File: src/hdl/hdac_pkg.sv
// ----------------------------------------------------------------------------
// hdac_pkg
// Shared types and constants of the halo dilation and alpha composite block.
// ----------------------------------------------------------------------------
package hdac_pkg;

    localparam int DEF_MAX_SIDE = 256;
    localparam int SIDE_W       = 9;
    localparam int CFG_W        = 24;
    localparam int PIX_W        = 8;
    localparam int NUM_W        = 26;
    localparam int D_W          = 16;
    localparam int QUO_BITS     = 8;
    localparam int ALPHA_BIAS   = 127;
    localparam int ALPHA_RECIP  = 32897;
    localparam int ALPHA_SHIFT  = 23;

    localparam logic [SIDE_W-1:0] RESET_SIDE = 9'd16;
    localparam logic [CFG_W-1:0]  RESET_FG   = 24'hFFFFFF;

    localparam logic [0:0] REG_SIDE = 1'b0;
    localparam logic [0:0] REG_FG   = 1'b1;

    localparam logic [1:0] OP_ALPHA = 2'd0;
    localparam logic [1:0] OP_RED   = 2'd1;
    localparam logic [1:0] OP_GREEN = 2'd2;
    localparam logic [1:0] OP_BLUE  = 2'd3;

    typedef enum logic [2:0] {
        ST_IDLE,
        ST_WIN,
        ST_MUL,
        ST_DLOAD,
        ST_DSTEP,
        ST_OUT
    } t_state;

    typedef struct packed {
        logic       accept;
        logic       win;
        logic       mul;
        logic       dload;
        logic       dstep;
        logic       dlast;
        logic       out_load;
        logic [1:0] op;
    } t_cmd;

    typedef struct packed {
        logic have;
        logic out_busy;
    } t_stat;

endpackage

File: src/hdl/hdac_ctrl.sv
// ----------------------------------------------------------------------------
// hdac_ctrl
// Sequencer: window step, denominator, three shared divisions, result hand-off.
// ----------------------------------------------------------------------------
module hdac_ctrl (
    input  logic           i_clk,
    input  logic           i_rst_n,
    input  logic           i_valid,
    output logic           o_ready,
    output hdac_pkg::t_cmd o_cmd,
    input  hdac_pkg::t_stat i_stat
);
    import hdac_pkg::*;

    t_state     r_state, n_state;
    logic [2:0] r_bit, n_bit;
    logic [1:0] r_op, n_op;

    always_ff @(posedge i_clk) begin
        if (!i_rst_n) begin
            r_state <= ST_IDLE;
            r_bit   <= '0;
            r_op    <= OP_ALPHA;
        end else begin
            r_state <= n_state;
            r_bit   <= n_bit;
            r_op    <= n_op;
        end
    end

    always_comb begin
        n_state = r_state;
        unique case (r_state)
            ST_IDLE:  if (i_valid) n_state = ST_WIN;
            ST_WIN:   n_state = i_stat.have ? ST_MUL : ST_IDLE;
            ST_MUL:   n_state = ST_DLOAD;
            ST_DLOAD: n_state = ST_DSTEP;
            ST_DSTEP: begin
                if (r_bit == 3'd0) begin
                    n_state = (r_op == OP_BLUE) ? ST_OUT : ST_DLOAD;
                end
            end
            ST_OUT:   if (!i_stat.out_busy) n_state = ST_IDLE;
            default:  n_state = ST_IDLE;
        endcase
    end

    always_comb begin
        n_bit = r_bit;
        n_op  = r_op;
        unique case (r_state)
            ST_MUL:   n_op  = OP_RED;
            ST_DLOAD: n_bit = 3'(QUO_BITS - 1);
            ST_DSTEP: begin
                n_bit = r_bit - 3'd1;
                if (r_bit == 3'd0) n_op = r_op + 2'd1;
            end
            default: begin
                n_bit = r_bit;
                n_op  = r_op;
            end
        endcase
    end

    always_comb begin
        o_ready        = (r_state == ST_IDLE);
        o_cmd          = '0;
        o_cmd.op       = r_op;
        o_cmd.accept   = (r_state == ST_IDLE) && i_valid;
        o_cmd.win      = (r_state == ST_WIN);
        o_cmd.mul      = (r_state == ST_MUL);
        o_cmd.dload    = (r_state == ST_DLOAD);
        o_cmd.dstep    = (r_state == ST_DSTEP);
        o_cmd.dlast    = (r_state == ST_DSTEP) && (r_bit == 3'd0);
        o_cmd.out_load = (r_state == ST_OUT) && !i_stat.out_busy;
    end

`ifndef SYNTHESIS
    a_accept_to_win: assert property (@(posedge i_clk) disable iff (!i_rst_n)
        (r_state == ST_IDLE && i_valid) |=> (r_state == ST_WIN))
        else $error("accepted item did not start a window step");
    a_load_to_step: assert property (@(posedge i_clk) disable iff (!i_rst_n)
        (r_state == ST_DLOAD) |=> (r_state == ST_DSTEP && r_bit == 3'(QUO_BITS - 1)))
        else $error("division did not start at the top quotient bit");
    a_blue_to_out: assert property (@(posedge i_clk) disable iff (!i_rst_n)
        (r_state == ST_DSTEP && r_bit == 3'd0 && r_op == OP_BLUE) |=> (r_state == ST_OUT))
        else $error("last division did not lead to result hand-off");
`endif

endmodule

File: config.mk
export PLATFORM = sky130hd
export DESIGN_NAME = hdac_ctrl
export DESIGN_NICKNAME = d
export VERILOG_FILES = /design/src/hdl/hdac_pkg.sv /design/src/hdl/hdac_ctrl.sv
export SDC_FILE = /design/constraint.sdc
export NUM_CORES = 1
export LEC_CHECK = 0
export ABC_AREA = 1
export ABC_CLOCK_PERIOD_IN_PS = 1500
export BUFFER_PORTS_ARGS = -buffer_cell sky130_fd_sc_hd__buf_2
export CAP_MARGIN = 15
export CORE_AREA = 2 2 39 41
export CTS_BUF_LIST = sky130_fd_sc_hd__clkbuf_2
export DETAILED_ROUTE_END_ITERATION = 12
export DIE_AREA = 0 0 41 43
export GPL_ROUTABILITY_DRIVEN = 0
export PLACE_DENSITY_LB_ADDON = 0.3
export SYNTH_ARGS = -nofsm -noshare
export SYNTH_HDL_FRONTEND = slang
export SYNTH_SLANG_ARGS = --single-unit
File: constraint.sdc
create_clock -name i_clk -period 1.5 [get_ports i_clk]
set_input_delay 0.225 -clock i_clk [delete_from_list [all_inputs] [get_ports i_clk]]
set_output_delay 0.225 -clock i_clk [all_outputs]
set_load 0.1 [all_outputs]
### Yosys cells after proc, flatten, opt, wreduce, memory -nomap -nowiden

Cells that the tools add are included.

* register bits: 8
* input bits: 5
* output and inout bits: 10
* logic and storage cells: 33

* add/subtract/negate cells: 2
* eq/ne operators: 9
* muxes and demuxes: 9
* reduce and logical (&&, ||, !) cells: 10

Operators with widths (number)
* $pmux 3 s6: 1
* $mux 3: 4
* $eq 3x2->1 const B: 2
* $eq 3x3->1 const B: 2
* $logic_not 3->1: 2
* $pmux 3 s2: 1
* $mux 2: 2
* $ne 2x2->1 const B: 2
* $pmux 2 s2: 1
* $reduce_bool 2->1: 2
* $eq 3x1->1 const B: 1
* $logic_and 1x1->1: 3
* $reduce_and 3->1: 1
* $sub 3x1->3 const B: 1
* $add 2x1->2 const B: 1
* $eq 2x2->1 const B: 1
* $ne 2x1->1 const B: 1
* $reduce_and 2->1: 1
* $logic_not 1->1: 1

### Logic depth before layout (Yosys ltp)

* word-level depth: 4
* mapped depth: 9

### Worst setup path after synthesis

Ideal clock, no wire load.

* path type: flip-flop to flip-flop
* start: reg r_state[0]
* end: reg r_state[1]
* library setup time: 0.064 ns
* arrival time: 2.013 ns
* setup slack: -0.577 ns
* cell stages (with the launch flop): 7
* period minus slack after synthesis: 2.077 ns
* path through: dfxtp_1 -> inv_1 -> nor3_2 -> nand2_1 -> nand3_1 -> nand2_1 -> nor2_1

RTL lines
* start: declaration: RTL line hdac_ctrl.sv:15 `t_state r_state, n_state;`
* start signal: assignment: RTL line hdac_ctrl.sv:25 `r_state <= n_state;`

==> metrics.txt <==
status=finished clean; synthesized flop and latch total=8; height of the die=43 microns; Tot Pwr=0.574 mW; layout overhead on the synthesized area=58.0%; total number of clock tree sinks=8; unrepaired setup endpoints after global routing=true; proportion of netlist area held by the largest area contributor=31.8%; Starting Density=36.3%; share of the cycle needed by the critical path after routing=95.6%; synth warn=0; remaining design rule violation count=0; leakage power=0.378 nW; detailed placement HPWL=around 810 microns; Worst setup EP type=output port; Max-Cap Viols=0; biggest fanout along the worst timing path=5; worst rel slew slack=68.1%; worst-margin pin slew=482 ps; length of the first detailed-routing pass in iterations=4; count of final hold-check violations=0; post-route ant nets=0; clock tree from TritonCTS=done; critical path launch point type=flop; Ant. Diodes=0; Achievable Freq=697 MHz; Root Buffer=clkbuf_2; smallest hold slack=around 240 ps; required time of the critical path=1270 ps; violation count after the first detailed-routing iteration=6; count of final setup violators=0; filler cell count=127; end-of-flow core utilization=57.4%; Setup Skew=3.08 ps; ratio of routed vias to standard cells=4.93; synthesized area divided by synthesized cell count=6.99 sq um; row count=14; # hold bufs at CTS=0; antenna violations before repair=0; clock network latency to the later pin of the worst-skew pair=230 ps; Worst Path Arrival=1210 ps; die span in x=41 microns; htree depth=1; number of buffers inserted during clock tree synthesis=3; time the worst path needs with I/O delays and setup=1430 ps; library cell occupying the most area in the post-synthesis netlist=dfxtp_1; share of layout cells above drive strength 1=48.4%; WL final=1060 microns; top post-synthesis cells by area=dfxtp_1 32%, inv_1 10%, ha_1 7.5%; number of buffers on the longest clock path=2; number of placed I/O pins=15; WL per Instance=9.93 microns; input/output buffers=14; FF/Latch Area=170 sq um; via count of the first global-routing pass=459; Mapped Cells=72; wire length of the first global-routing pass=1770 microns; nets@finish=101; area of combinational cells with multiple inputs=310 sq um; Min-Delay Path Class=input pin to flop; Global Route Usage Sum=approximately 15%; post-synthesis net count=80; type of the setup path with the least slack=flop to output port; share of the yosys chip area belonging to registers=about a third; maximum vdd ir drop=0.445 mV; clock slew at reported path FFs=~80 ps; mapped cell area=around 500 sq um; sum of overflow across all layers after global routing=0; Total Die Area=about 0.0018 sq mm; number of pins exceeding their max-slew limit in the final report=0; standard cell core area=about 0.0014 sq mm; number of unique standard cell types used by synthesis=19; detailed-route via count=527; pin count of the biggest net entering global routing=8; power density cells=roughly 720 mW/mm^2
==> critical path, stage by stage, from the launching register on <==
cell and delay [ps]:
dfxtp_4 360, nor2_4 160, nand2_4 90, inv_6 90, nand2_4 60, inv_6 60, buf_12 160
==> sequential cells by signal, indices dropped and copies added (netlist names) <==
name,count
r_state,3
r_bit,3
r_op,2
==> worst paths after layout <==
| check | startpoint | endpoint | slack (ps) | cells past startpoint |
|---|---|---|---|---|
| worst max-delay path | r_state[1] | o_cmd[3] | 70 | 6 |
| worst min-delay path | i_rst_n | r_op[0] | 240 | 3 |
| worst max register to register | r_bit[1] | r_op[0] | 330 | 9 |
| worst min register to register | r_bit[0] | r_bit[0] | 430 | 1 |
==> placed cells by master (no fill, tap or decap), drive strengths merged <==
cell type  Yosys  routed
nand2         13      13
a211oi         1       1
nor3           2       2
buf            0      16
nand3          7       7
nand4          1       1
o21ai          3       3
a31oi          1       1
dfxtp          8       8
clkbuf         0       3
inv           17      17
nor2          10      10
or2            1       1
a21oi          5       5
ha             3       3
==> metrics by stage <==
step | instances | setup slack (ps) | area, sq um | setup TNS, ps
3_3_place_gp | 102 | 224 | 738 | 0
4_1_cts | 105 | 3.48 | 756 | 0
6_report | 107 | 66.2 | 795 | 0
5_1_grt | 107 | -8.73 | 795 | -8.73
3_5_place_dp | 102 | 221 | 738 | 0
2_1_floorplan | 72 | -123 | 528 | -126
==> Yosys cell counts <==
master / count
a21oi_1: 4
nor3_2: 2
inv_4: 2
nand2_4: 2
inv_2: 1
ha_1: 3
nor2_1: 9
a21oi_2: 1
o21ai_0: 3
nand2_1: 10
a31oi_1: 1
or2_2: 1
a211oi_1: 1
dfxtp_1: 8
nand3_1: 7
nand4_1: 1
inv_1: 14
nor2_4: 1
nand2_2: 1
==> report_power, final <==
part	leakage (nW)	switching [mW]	internal, mW
sequential	0.0679	0.0115	0.220
combinational	0.297	0.146	0.0730
clock	0.0125	0.0693	0.0546
==> what timing repair did <==
action | 4_1_cts | 5_1_grt
setup endpoints to repair | 2 | 2
endpoints found under the hold margin | 0 | 0
pin swaps | 0 | 1
gates resized for setup | 2 | 11
buffers inserted | 0 | 2
==> routing by layer <==
layer	part of all wire [%]	GRT usage [%]	up-vias
met5	0	0	-
met3	4.3	3.14	4
met1	44	19.9	238
met2	51	20.3	17
met4	1.3	10.0	0
li1	-	-	268
==> cells by family after synthesis <==
logic type | share of synthesized area, %
DFF | 31.8
adders and majority gates | 7.46
and+or+nand+nor | 35.6
buffers and inverters | 13.7
AOI/OAI and AO/OA | 11.4
==> area by class of cell <==
type,count,share of cell area [%]
Clock buffer,3,1.89
Sequential cell,8,21.4
Inverter,17,9.29
Timing Repair Buffer,16,25.8
Multi-Input combinational cell,47,39.1
Tap cell,16,2.52
Power figures use the tool's default switching activity.
