**config.mk**
```make
export PLATFORM = sky130hd
export DESIGN_NAME = hdac_dp
export DESIGN_NICKNAME = d
export VERILOG_FILES = /design/src/hdl/hdac_pkg.sv /design/src/hdl/hdac_ram.sv /design/src/hdl/hdac_dp.sv
export SDC_FILE = /design/constraint.sdc
export NUM_CORES = 2
export LEC_CHECK = 0
export ABC_AREA = 0
export BUFFER_PORTS_ARGS = -buffer_cell sky130_fd_sc_hd__buf_2
export CAP_MARGIN = 10
export CELL_PAD_IN_SITES_DETAIL_PLACEMENT = 1
export CELL_PAD_IN_SITES_GLOBAL_PLACEMENT = 1
export CORE_ASPECT_RATIO = 0.6
export CORE_UTILIZATION = 40
export CTS_BUF_LIST = sky130_fd_sc_hd__clkbuf_4 sky130_fd_sc_hd__clkbuf_8
export DETAILED_ROUTE_END_ITERATION = 7
export PLACE_DENSITY = 0.69
export SLEW_MARGIN = 20
export SYNTH_ARGS = -nofsm -noshare
export SYNTH_HDL_FRONTEND = slang
export SYNTH_MEMORY_MAX_BITS = 65536
export SYNTH_SLANG_ARGS = --single-unit
```
**constraint.sdc**
```tcl
create_clock -name i_clk -period 14.5 [get_ports i_clk]
set_input_delay 2.9 -clock i_clk [delete_from_list [all_inputs] [get_ports i_clk]]
set_output_delay 2.9 -clock i_clk [all_outputs]
set_load 0.01 [all_outputs]
```
**src/hdl/hdac_pkg.sv**
```systemverilog
// ----------------------------------------------------------------------------
// hdac_pkg
// Shared types and constants of the halo dilation and alpha composite block.
// ----------------------------------------------------------------------------
package hdac_pkg;

    localparam int DEF_MAX_SIDE = 256;
    localparam int SIDE_W       = 9;
    localparam int CFG_W        = 24;
    localparam int PIX_W        = 8;
    localparam int NUM_W        = 26;
    localparam int D_W          = 16;
    localparam int QUO_BITS     = 8;
    localparam int ALPHA_BIAS   = 127;
    localparam int ALPHA_RECIP  = 32897;
    localparam int ALPHA_SHIFT  = 23;

    localparam logic [SIDE_W-1:0] RESET_SIDE = 9'd16;
    localparam logic [CFG_W-1:0]  RESET_FG   = 24'hFFFFFF;

    localparam logic [0:0] REG_SIDE = 1'b0;
    localparam logic [0:0] REG_FG   = 1'b1;

    localparam logic [1:0] OP_ALPHA = 2'd0;
    localparam logic [1:0] OP_RED   = 2'd1;
    localparam logic [1:0] OP_GREEN = 2'd2;
    localparam logic [1:0] OP_BLUE  = 2'd3;

    typedef enum logic [2:0] {
        ST_IDLE,
        ST_WIN,
        ST_MUL,
        ST_DLOAD,
        ST_DSTEP,
        ST_OUT
    } t_state;

    typedef struct packed {
        logic       accept;
        logic       win;
        logic       mul;
        logic       dload;
        logic       dstep;
        logic       dlast;
        logic       out_load;
        logic [1:0] op;
    } t_cmd;

    typedef struct packed {
        logic have;
        logic out_busy;
    } t_stat;

endpackage

```
**src/hdl/hdac_ram.sv**
```systemverilog
// ----------------------------------------------------------------------------
// hdac_ram
// Simple dual-port RAM: one write port, one read port with registered data.
// ----------------------------------------------------------------------------
module hdac_ram #(
    parameter int WIDTH = 8,
    parameter int DEPTH = 256
) (
    input  logic                     i_clk,
    input  logic                     i_we,
    input  logic [$clog2(DEPTH)-1:0] i_waddr,
    input  logic [WIDTH-1:0]         i_wdata,
    input  logic [$clog2(DEPTH)-1:0] i_raddr,
    output logic [WIDTH-1:0]         o_rdata
);

    logic [WIDTH-1:0] r_mem [DEPTH];
    logic [WIDTH-1:0] r_rdata;

    always_ff @(posedge i_clk) begin
        if (i_we) begin
            r_mem[i_waddr] <= i_wdata;
        end
        r_rdata <= r_mem[i_raddr];
    end

    assign o_rdata = r_rdata;

endmodule

```
**src/hdl/hdac_dp.sv**
```systemverilog
// ----------------------------------------------------------------------------
// hdac_dp
// Datapath: config registers, raster position, row stores, 3x3 window,
// denominator, alpha by reciprocal multiply and a restoring divider shared
// by the three color channels.
// ----------------------------------------------------------------------------
module hdac_dp #(
    parameter int MAX_SIDE = hdac_pkg::DEF_MAX_SIDE
) (
    input  logic                        i_clk,
    input  logic                        i_rst_n,
    input  logic                        i_cfg_valid,
    input  logic [0:0]                  i_cfg_index,
    input  logic [hdac_pkg::CFG_W-1:0]  i_cfg_data,
    input  logic [hdac_pkg::PIX_W-1:0]  i_coverage,
    input  logic                        i_flush,
    input  hdac_pkg::t_cmd              i_cmd,
    output hdac_pkg::t_stat             o_stat,
    output logic                        o_valid,
    input  logic                        i_ready,
    output logic [hdac_pkg::PIX_W-1:0]  o_alpha,
    output logic [hdac_pkg::PIX_W-1:0]  o_red,
    output logic [hdac_pkg::PIX_W-1:0]  o_green,
    output logic [hdac_pkg::PIX_W-1:0]  o_blue,
    output logic                        o_last_pixel
);
    import hdac_pkg::*;

    localparam int SW = $clog2(MAX_SIDE + 1);
    localparam int AW = $clog2(MAX_SIDE);
    localparam int RW = SW + 1;

    function automatic logic [PIX_W-1:0] max2(input logic [PIX_W-1:0] a,
                                              input logic [PIX_W-1:0] b);
        return (a > b) ? a : b;
    endfunction

    logic [SIDE_W-1:0] r_side;
    logic [CFG_W-1:0]  r_fg;
    logic [SW-1:0]     w_es;
    logic [RW-1:0]     w_es_w;
    logic [SW-1:0]     r_col;
    logic [RW-1:0]     r_row;
    logic [PIX_W-1:0]  r_cov;
    logic              r_flush;
    logic [PIX_W-1:0]  w_up_q, w_mid_q;
    logic [PIX_W-1:0]  w_top, w_mid, w_bot, w_cmax, w_dil;
    logic [PIX_W-1:0]  r_w0, r_w1, r_w3;
    logic [PIX_W-1:0]  r_dil, r_cen;
    logic              r_last;
    logic              w_have, w_at_end;
    logic [D_W-1:0]    r_d;
    logic [PIX_W-1:0]  w_chan;
    logic [15:0]       w_prod;
    logic [D_W-1:0]    w_alpha_sum;
    logic [31:0]       w_alpha_prod;
    logic [PIX_W-1:0]  w_alpha;
    logic [NUM_W-1:0]  r_rem, r_dv;
    logic [QUO_BITS-1:0] r_quo;
    logic [PIX_W-1:0]  r_res [4];
    logic              w_ge;
    logic              r_valid;
    logic              w_zero;

    always_comb begin
        if (r_side == '0) begin
            w_es = SW'(1);
        end else if (32'(r_side) > MAX_SIDE) begin
            w_es = SW'(MAX_SIDE);
        end else begin
            w_es = SW'(r_side);
        end
        w_es_w = {1'b0, w_es};
    end

    hdac_ram #(.WIDTH(PIX_W), .DEPTH(MAX_SIDE)) u_upper (
        .i_clk  (i_clk),
        .i_we   (i_cmd.win),
        .i_waddr(r_col[AW-1:0]),
        .i_wdata(w_mid_q),
        .i_raddr(r_col[AW-1:0]),
        .o_rdata(w_up_q)
    );

    hdac_ram #(.WIDTH(PIX_W), .DEPTH(MAX_SIDE)) u_middle (
        .i_clk  (i_clk),
        .i_we   (i_cmd.win),
        .i_waddr(r_col[AW-1:0]),
        .i_wdata(w_bot),
        .i_raddr(r_col[AW-1:0]),
        .o_rdata(w_mid_q)
    );

    always_comb begin
        w_top  = (r_row >= RW'(2) && r_row <= w_es_w + RW'(1)) ? w_up_q : '0;
        w_mid  = (r_row >= RW'(1) && r_row <= w_es_w) ? w_mid_q : '0;
        w_bot  = (r_row < w_es_w && !r_flush) ? r_cov : '0;
        w_cmax = max2(max2(w_top, w_mid), w_bot);
        if (r_col == '0) begin
            w_dil = max2(r_w0, (w_es >= SW'(2)) ? r_w1 : '0);
        end else begin
            w_dil = max2(max2(w_cmax, r_w0), (r_col >= SW'(2)) ? r_w1 : '0);
        end
        w_have   = (r_row >= RW'(2)) || (r_row == RW'(1) && r_col != '0);
        w_at_end = (r_row == w_es_w + RW'(1));
    end

    always_ff @(posedge i_clk) begin
        if (!i_rst_n) begin
            r_side <= RESET_SIDE;
            r_fg   <= RESET_FG;
            r_col  <= '0;
            r_row  <= '0;
            r_w0   <= '0;
            r_w1   <= '0;
            r_w3   <= '0;
        end else begin
            if (i_cfg_valid) begin
                unique case (i_cfg_index)
                    REG_SIDE: begin
                        r_side <= i_cfg_data[SIDE_W-1:0];
                        r_col  <= '0;
                        r_row  <= '0;
                    end
                    REG_FG:   r_fg <= i_cfg_data;
                    default:  r_fg <= r_fg;
                endcase
            end else if (i_cmd.win) begin
                r_w1 <= r_w0;
                r_w0 <= w_cmax;
                r_w3 <= w_mid;
                if (w_at_end) begin
                    r_row <= '0;
                    r_col <= '0;
                end else if (r_col + SW'(1) == w_es) begin
                    r_col <= '0;
                    r_row <= r_row + RW'(1);
                end else begin
                    r_col <= r_col + SW'(1);
                end
            end
        end
    end

    always_ff @(posedge i_clk) begin
        if (i_cmd.accept) begin
            r_cov   <= i_coverage;
            r_flush <= i_flush;
        end
        if (i_cmd.win) begin
            r_dil  <= w_dil;
            r_cen  <= r_w3;
            r_last <= w_at_end;
        end
        if (i_cmd.mul) begin
            r_d <= ({r_cen, 8'd0} - D_W'(r_cen))
                   + D_W'(r_dil) * (D_W'(8'd255) - D_W'(r_cen));
        end
    end

    always_comb begin
        case (i_cmd.op)
            OP_RED:   w_chan = r_fg[23:16];
            OP_GREEN: w_chan = r_fg[15:8];
            default:  w_chan = r_fg[7:0];
        endcase
        w_prod       = w_chan * r_cen;
        w_ge         = (r_rem >= r_dv);
        w_alpha_sum  = r_d + D_W'(ALPHA_BIAS);
        w_alpha_prod = 32'(w_alpha_sum) * 32'(ALPHA_RECIP);
        w_alpha      = w_alpha_prod[ALPHA_SHIFT +: PIX_W];
    end

    always_ff @(posedge i_clk) begin
        if (i_cmd.dload) begin
            r_quo <= '0;
            r_rem <= (NUM_W'(w_prod) << 9) - (NUM_W'(w_prod) << 1) + NUM_W'(r_d);
            r_dv  <= NUM_W'(r_d) << QUO_BITS;
            if (i_cmd.op == OP_RED) r_res[OP_ALPHA] <= w_alpha;
        end else if (i_cmd.dstep) begin
            if (w_ge) r_rem <= r_rem - r_dv;
            r_dv  <= r_dv >> 1;
            r_quo <= {r_quo[QUO_BITS-2:0], w_ge};
            if (i_cmd.dlast) r_res[i_cmd.op] <= {r_quo[QUO_BITS-2:0], w_ge};
        end
    end

    assign w_zero = (r_d == '0);

    always_ff @(posedge i_clk) begin
        if (!i_rst_n) begin
            r_valid <= 1'b0;
        end else if (i_cmd.out_load) begin
            r_valid <= 1'b1;
        end else if (i_ready) begin
            r_valid <= 1'b0;
        end
    end

    always_ff @(posedge i_clk) begin
        if (i_cmd.out_load) begin
            o_alpha      <= w_zero ? '0 : r_res[OP_ALPHA];
            o_red        <= w_zero ? '0 : r_res[OP_RED];
            o_green      <= w_zero ? '0 : r_res[OP_GREEN];
            o_blue       <= w_zero ? '0 : r_res[OP_BLUE];
            o_last_pixel <= r_last;
        end
    end

    assign o_valid         = r_valid;
    assign o_stat.have     = w_have;
    assign o_stat.out_busy = r_valid && !i_ready;

endmodule
```
# Word-level counts from Yosys, hierarchy flattened
# Memory sizes are Yosys's and may differ from the RTL's. A register that Yosys moved wholly into a read port is not among the register bits.
# Index checks and enable logic that the tools add are counted.
# op_classes
n_addsub	10
mul	3
div	0
n_lt_le_gt_ge	14
eq_ne	6
n_shift	0
muxes	43
bitwise_logic	2
n_reduce_logical	24
# op_table
cell	count
$mux W8	12
$mux W26	3
$mux W9	7
$mux W10	5
$mux W24	2
$gt A8 B8 Y1	5
$mul A16 B16 Y31 const B	1
$add A26 B16 Y26	1
$ge A26 B24 Y1	1
$sub A25 B17 Y26	1
$sub A26 B24 Y26	1
$ge A9 B2 Y1 const B	2
$logic_not A9 Y1	2
$add A16 B16 Y16	1
$add A16 B7 Y16 const B	1
$logic_not A16 Y1	1
$mul A8 B8 Y16	1
$mul A9 B9 Y16	1
$pmux W8 S2	1
$sub A16 B8 Y16	1
$mux W1	12
$add A10 B1 Y10 const B	1
$add A9 B1 Y10 const B	1
$eq A10 B1 Y1 const B	1
other kinds (24)	37
# word_totals
reg_bits	177
latchBits	0
ramBits	4128
mem_bits_ro	0
in_bits	47
out_inout_bits	36
elab_cells	124
mem_count	3
# memory_table
memory	words	word_bits	rd	rd_ports_with_merged_regs	wr	line	text
u_middle.r_mem	256	8	1	1	1	hdac_ram.sv:17	logic [WIDTH-1:0] r_mem [DEPTH];
u_upper.r_mem	256	8	1	1	1	hdac_ram.sv:17	
r_res	4	8	4	4	1	hdac_dp.sv:60	logic [PIX_W-1:0] r_res [4];

# Logic depth before layout (Yosys ltp)
# logic_depth
word_depth	16
mapped_depth	51
depth_no_buf	49

# Hierarchy
# Synthesis repeated with hierarchy kept, for this count alone.
# hier_totals
hier_cells	9651
area_unflattened_um2	179557.2
# modules_own_cells
mod	instances	cells_per_inst	area_each_um2	seq_area_each_um2
hdac_ram	2	3733	79556.3	61659.1
hdac_dp	1	2185	20444.6	6316.1

# Least setup slack after synthesis
# OpenSTA, ideal clock, no wires.
# synth_timing
path_kind	reg-to-reg
startpoint	reg u_middle.r_rdata[1] (netlist: u_middle.o_rdata[1]), read port of u_middle.r_mem
endpoint	reg r_dil[1] (data pin)
setup_time_ps	184
arrival_ps	11008
slack_ps	3308
stages_incl_launch_ff	39
synth_period_minus_slack_ps	11192
path_cell_list	dfxtp_1 -> nand2_1 -> o32ai_1 -> a31oi_1 -> ha_1 -> nor2b_1 -> o21a_1 -> o21ai_0 -> a21oi_1 -> o21a_1 -> o32ai_1 -> ha_1 -> nor2b_1 -> o21a_1 -> o21a_1 -> o21ai_0 -> a21oi_1 -> o22ai_1 -> (+3 left out) -> nor2b_1 -> o21a_1 -> o21ai_0 -> nand2b_1 -> a21oi_1 -> o21ai_0 -> nand2_1 -> mux2i_1 -> ha_1 -> nor2b_1 -> o21a_1 -> o21a_1 -> o21ai_0 -> a21oi_1 -> o31a_1 -> and4_1 -> buf_1 -> a221oi_1
# synth_between
elab_chain_cells	10
# synth_lines
element	line	text
start, declared	hdac_ram.sv:18	logic [WIDTH-1:0] r_rdata;
$mux W8 (*)	hdac_dp.sv:96	w_mid = (r_row >= RW'(1) && r_row <= w_es_w) ? w_mid_q : '0;
$gt A8 B8 Y1	hdac_dp.sv:35	return (a > b) ? a : b;
$mux W8 (*)	hdac_dp.sv:35	
$gt A8 B8 Y1	hdac_dp.sv:35	
$mux W8 (*)	hdac_dp.sv:35	
net w_cmax[1]	hdac_dp.sv:47	logic [PIX_W-1:0] w_top, w_mid, w_bot, w_cmax, w_dil;
$gt A8 B8 Y1	hdac_dp.sv:35	
$mux W8 (*)	hdac_dp.sv:35	
$gt A8 B8 Y1	hdac_dp.sv:35	
$mux W8 (*)	hdac_dp.sv:35	
$mux W8 (*)	hdac_dp.sv:99	if (r_col == '0) begin
net w_dil[1]	hdac_dp.sv:47	
end signal, assigned	hdac_dp.sv:151	r_dil <= w_dil;
end, declared	hdac_dp.sv:49	logic [PIX_W-1:0] r_dil, r_cen;
# Mark *: on every way through the listed nets, which the timed path passes. The rest lies on a longest branch.
# A chain may end at the register's enable or synchronous reset.

# Worst setup path in the final report
# layout_timing
startpoint	reg r_side[1]
endpoint	reg r_dil[7] (data pin)
# layout_between
elab_chain_cells	16
elab_cells_between_ends	27
# layout_lines
element	line	text
start, declared	hdac_dp.sv:38	logic [SIDE_W-1:0] r_side;
start signal, assigned	hdac_dp.sv:121	r_side <= i_cfg_data[SIDE_W-1:0];
$gt A9 B9 Y1	hdac_dp.sv:68	end else if (32'(r_side) > MAX_SIDE) begin
$mux W9	hdac_dp.sv:68	
$mux W9 (*)	hdac_dp.sv:66	if (r_side == '0) begin
$add A9 B1 Y10	hdac_dp.sv:95	w_top = (r_row >= RW'(2) && r_row <= w_es_w + RW'(1)) ? w_up_q : '0;
$le A10 B10 Y1	hdac_dp.sv:95	
$logic_and A1 B1 Y1	hdac_dp.sv:95	
$mux W8	hdac_dp.sv:95	
$gt A8 B8 Y1	hdac_dp.sv:35	
(+2 left out)	-	
$mux W8 (*)	hdac_dp.sv:35	
net w_cmax[1]	hdac_dp.sv:47	
$gt A8 B8 Y1	hdac_dp.sv:35	
$mux W8 (*)	hdac_dp.sv:35	
$gt A8 B8 Y1	hdac_dp.sv:35	
$mux W8 (*)	hdac_dp.sv:35	
$mux W8 (*)	hdac_dp.sv:99	
net w_dil[7]	hdac_dp.sv:47	
# Marks and branches as above.

==> metrics <==
status=finished, final reports clean; Max Cap Violations=0; Hold Buf Count CTS=0; area leader, netlist=edfxtp_1; number of synthesized flops with an enable pin=4,245; worst skew pair latency=1180 ps; largest net degree at the start of global routing=179; Post-synth top flop=edfxtp_1; I/O pin count=83; Overflow after GRT=0; routability cong.=0.831; final instance area=199,000 sq um; CP peak stage delay=870 ps; CP arrival=13,530 ps; Initial Util=40.2%; Syn Nets=8,949; Slew headroom=14.8%; initial antenna violation count=30; maximum level of the CTS H-tree=6; LEAKAGE=0.0628 uW; WP data required=15,270 ps; DR iter-0 viols=13,200; Final period util=88.0%; std cell rows=189; final core utilization=45.0%; fmax=0.0784 GHz; clock skew=103 ps; final wirelength=507 mm; Slew @ Worst Pin=1280 ps; final setup fails=0; Setup CP Type=flip-flop to flip-flop; Root Driver=clkbuf_8; RSZ-0062 raised after global routing=no; die height=518 um; CTS tree=done; vias in the first global route=94,100; share of cells above drive strength 1=31.1%; Slowest-stage cell, CP=a211oi_1; Hold Path Class=flip-flop to flip-flop; setup repair bufs after CTS=0; P per Cell Area=155 nW/um^2; max-slew violations=0; Seq cells post-synth=4,353; dominant cells by area after synthesis=edfxtp_1, mux4_2, ha_1; Pre-antenna DRT Iters=8; clock slew seen by the registers of the worst setup and hold paths=70 ps; Netlist Area Pre-Place=177,000 sq um; Seq/Total Area, Yosys=73.1%; # DRC=0; post-cts repair resize count=0; Port Buffers=82; post-synth top area share=71.9%; final setup TNS=0 ps; Nets=9,593; Syn Inst Count=8,530; Area growth, synth to finish=12.1%; Mean Syn Cell Area=20.8 sq um; antenna viol nets, final=0; Final HPWL DP=312 mm; asr flop ratio synth=0%; first-pass GRT wire length=713 mm; clk sink count=4,353; Synth cell types=78; min Tclk post-route=12,760 ps; Worst setup EP type=flip-flop; worst-path fanout max=9; via count=92,100; dpl cell area=187,000 sq um; full die area=446,000 sq um; TritonCTS buffer count=611; Max VDD drop=0.190 mV; Core Box Area=442,000 sq um; Die X=862 um; GRT Overall Usage=22.3%; Hold Vio Cnt, Final=0; vias per inst=5.92; Yosys warning count=0; CTS max path bufs=4; DR WL/cell=32.6 um; CP startpoint kind=flip-flop
metal layers:
layer,track usage (%),vias up,share of wire [%]
met5,0,-,0.0079
met2,31.0,5434,42
met4,5.71,6,2.7
met1,34.2,49400,43
met3,6.80,788,12
li1,-,36500,-
registers in the layout, summed over array words and instances, names as in the netlist, 9 cells and up:
signal,count
u_middle.r_mem,2048
u_upper.r_mem,2048
r_res,32
r_rem,26
r_dv,24
r_fg,24
r_d,16
r_row,10
r_col,9
r_side,9
critical path: cells and delay by family, from the launching register on:
kind,cells,cell delay [ps]
AOI/OAI and AO/OA,24,6110
xor gates and xnor gates,1,170
adders and majority gates,5,1400
buffers and inverters,1,100
DFF,1,380
muxes,2,1010
and+or+nand+nor,15,3160
cell usage after synthesis, types with 41 or more instances:
library cell / count
mux4_2: 1298
mux2i_1: 51
ha_1: 272
nor2_1: 389
clkbuf_1: 204
nor2b_1: 97
fa_1: 100
buf_2: 128
xnor2_1: 73
a21oi_1: 135
o21ai_0: 67
nand3_1: 125
nand2_1: 344
edfxtp_1: 4245
nor3_1: 41
a21o_1: 42
buf_1: 57
dfxtp_1: 108
inv_1: 246
path summary, 6_finish.rpt:
kind,slack (ps),cells past startpoint,start,endpoint
max,1740,48,r_side[1],r_dil[7]
min,430,0,r_w3[0],r_cen[0]
max reg2reg,1740,48,r_side[1],r_dil[7]
min reg2reg,430,0,r_w3[0],r_cen[0]
cells by family after synthesis:
logic type                 count (synthesis)  synth area share (%)
AOI/OAI and AO/OA                        511                  1.93
xor gates and xnor gates                 109                 0.554
adders and majority gates                372                  3.05
buffers and inverters                    669                  1.60
DFF                                     4353                  73.1
muxes                                   1356                  16.8
other                                      2               0.00423
and+or+nand+nor                         1158                  2.97
cell type report:
type,count,area [sq um]
clock inverter,210,1270
inverter,250,998
sequential,4353,130000
clock buffer,856,10400
multi-input combinational,3508,45800
antenna,11,27.5
timing repair buffer,450,3340
fill,41200,243000
tap,5921,7410
power breakdown:
group          internal (uW)  switching [uW]
sequential             14400             243
clock                   4810            4740
combinational           2600            4090
cells in the final DEF, fill, tap and decap left out, drive strengths merged, types with 12 or more instances in the layout:
cell type / netlist / final
o21ai: 73 / 73
nand4: 33 / 33
a21oi: 135 / 135
a211oi: 13 / 13
a32oi: 15 / 15
xor2: 34 / 34
clkbuf: 204 / 856
dfxtp: 108 / 108
a21o: 42 / 42
a31oi: 30 / 30
a221oi: 12 / 12
a22oi: 31 / 31
nor2b: 97 / 97
nand2: 344 / 344
nor2: 389 / 389
nand2b: 29 / 29
o211ai: 22 / 22
xnor2: 73 / 73
a22o: 12 / 12
inv: 247 / 257
mux2i: 51 / 51
edfxtp: 4245 / 4245
clkinvlp: 0 / 17
o21a: 26 / 26
and2: 26 / 26
or2: 12 / 12
and3: 16 / 16
ha: 272 / 272
nor3: 41 / 41
mux4: 1298 / 1298
buf: 215 / 450
fa: 100 / 100
o32ai: 16 / 16
clkinv: 3 / 175
nand3: 125 / 125
through the flow:
step	hold WS (ps)	worst slack (ps)	cells	power (uW)
final	431	1740	15600	30900
after floorplan	400	3310	8530	19500
after CTS	435	1870	15500	31000
after detailed placement	417	2000	14500	21500
after global placement	419	1890	14500	21300
after global routing	451	877	15600	32200
Power figures use the tool's default switching activity.
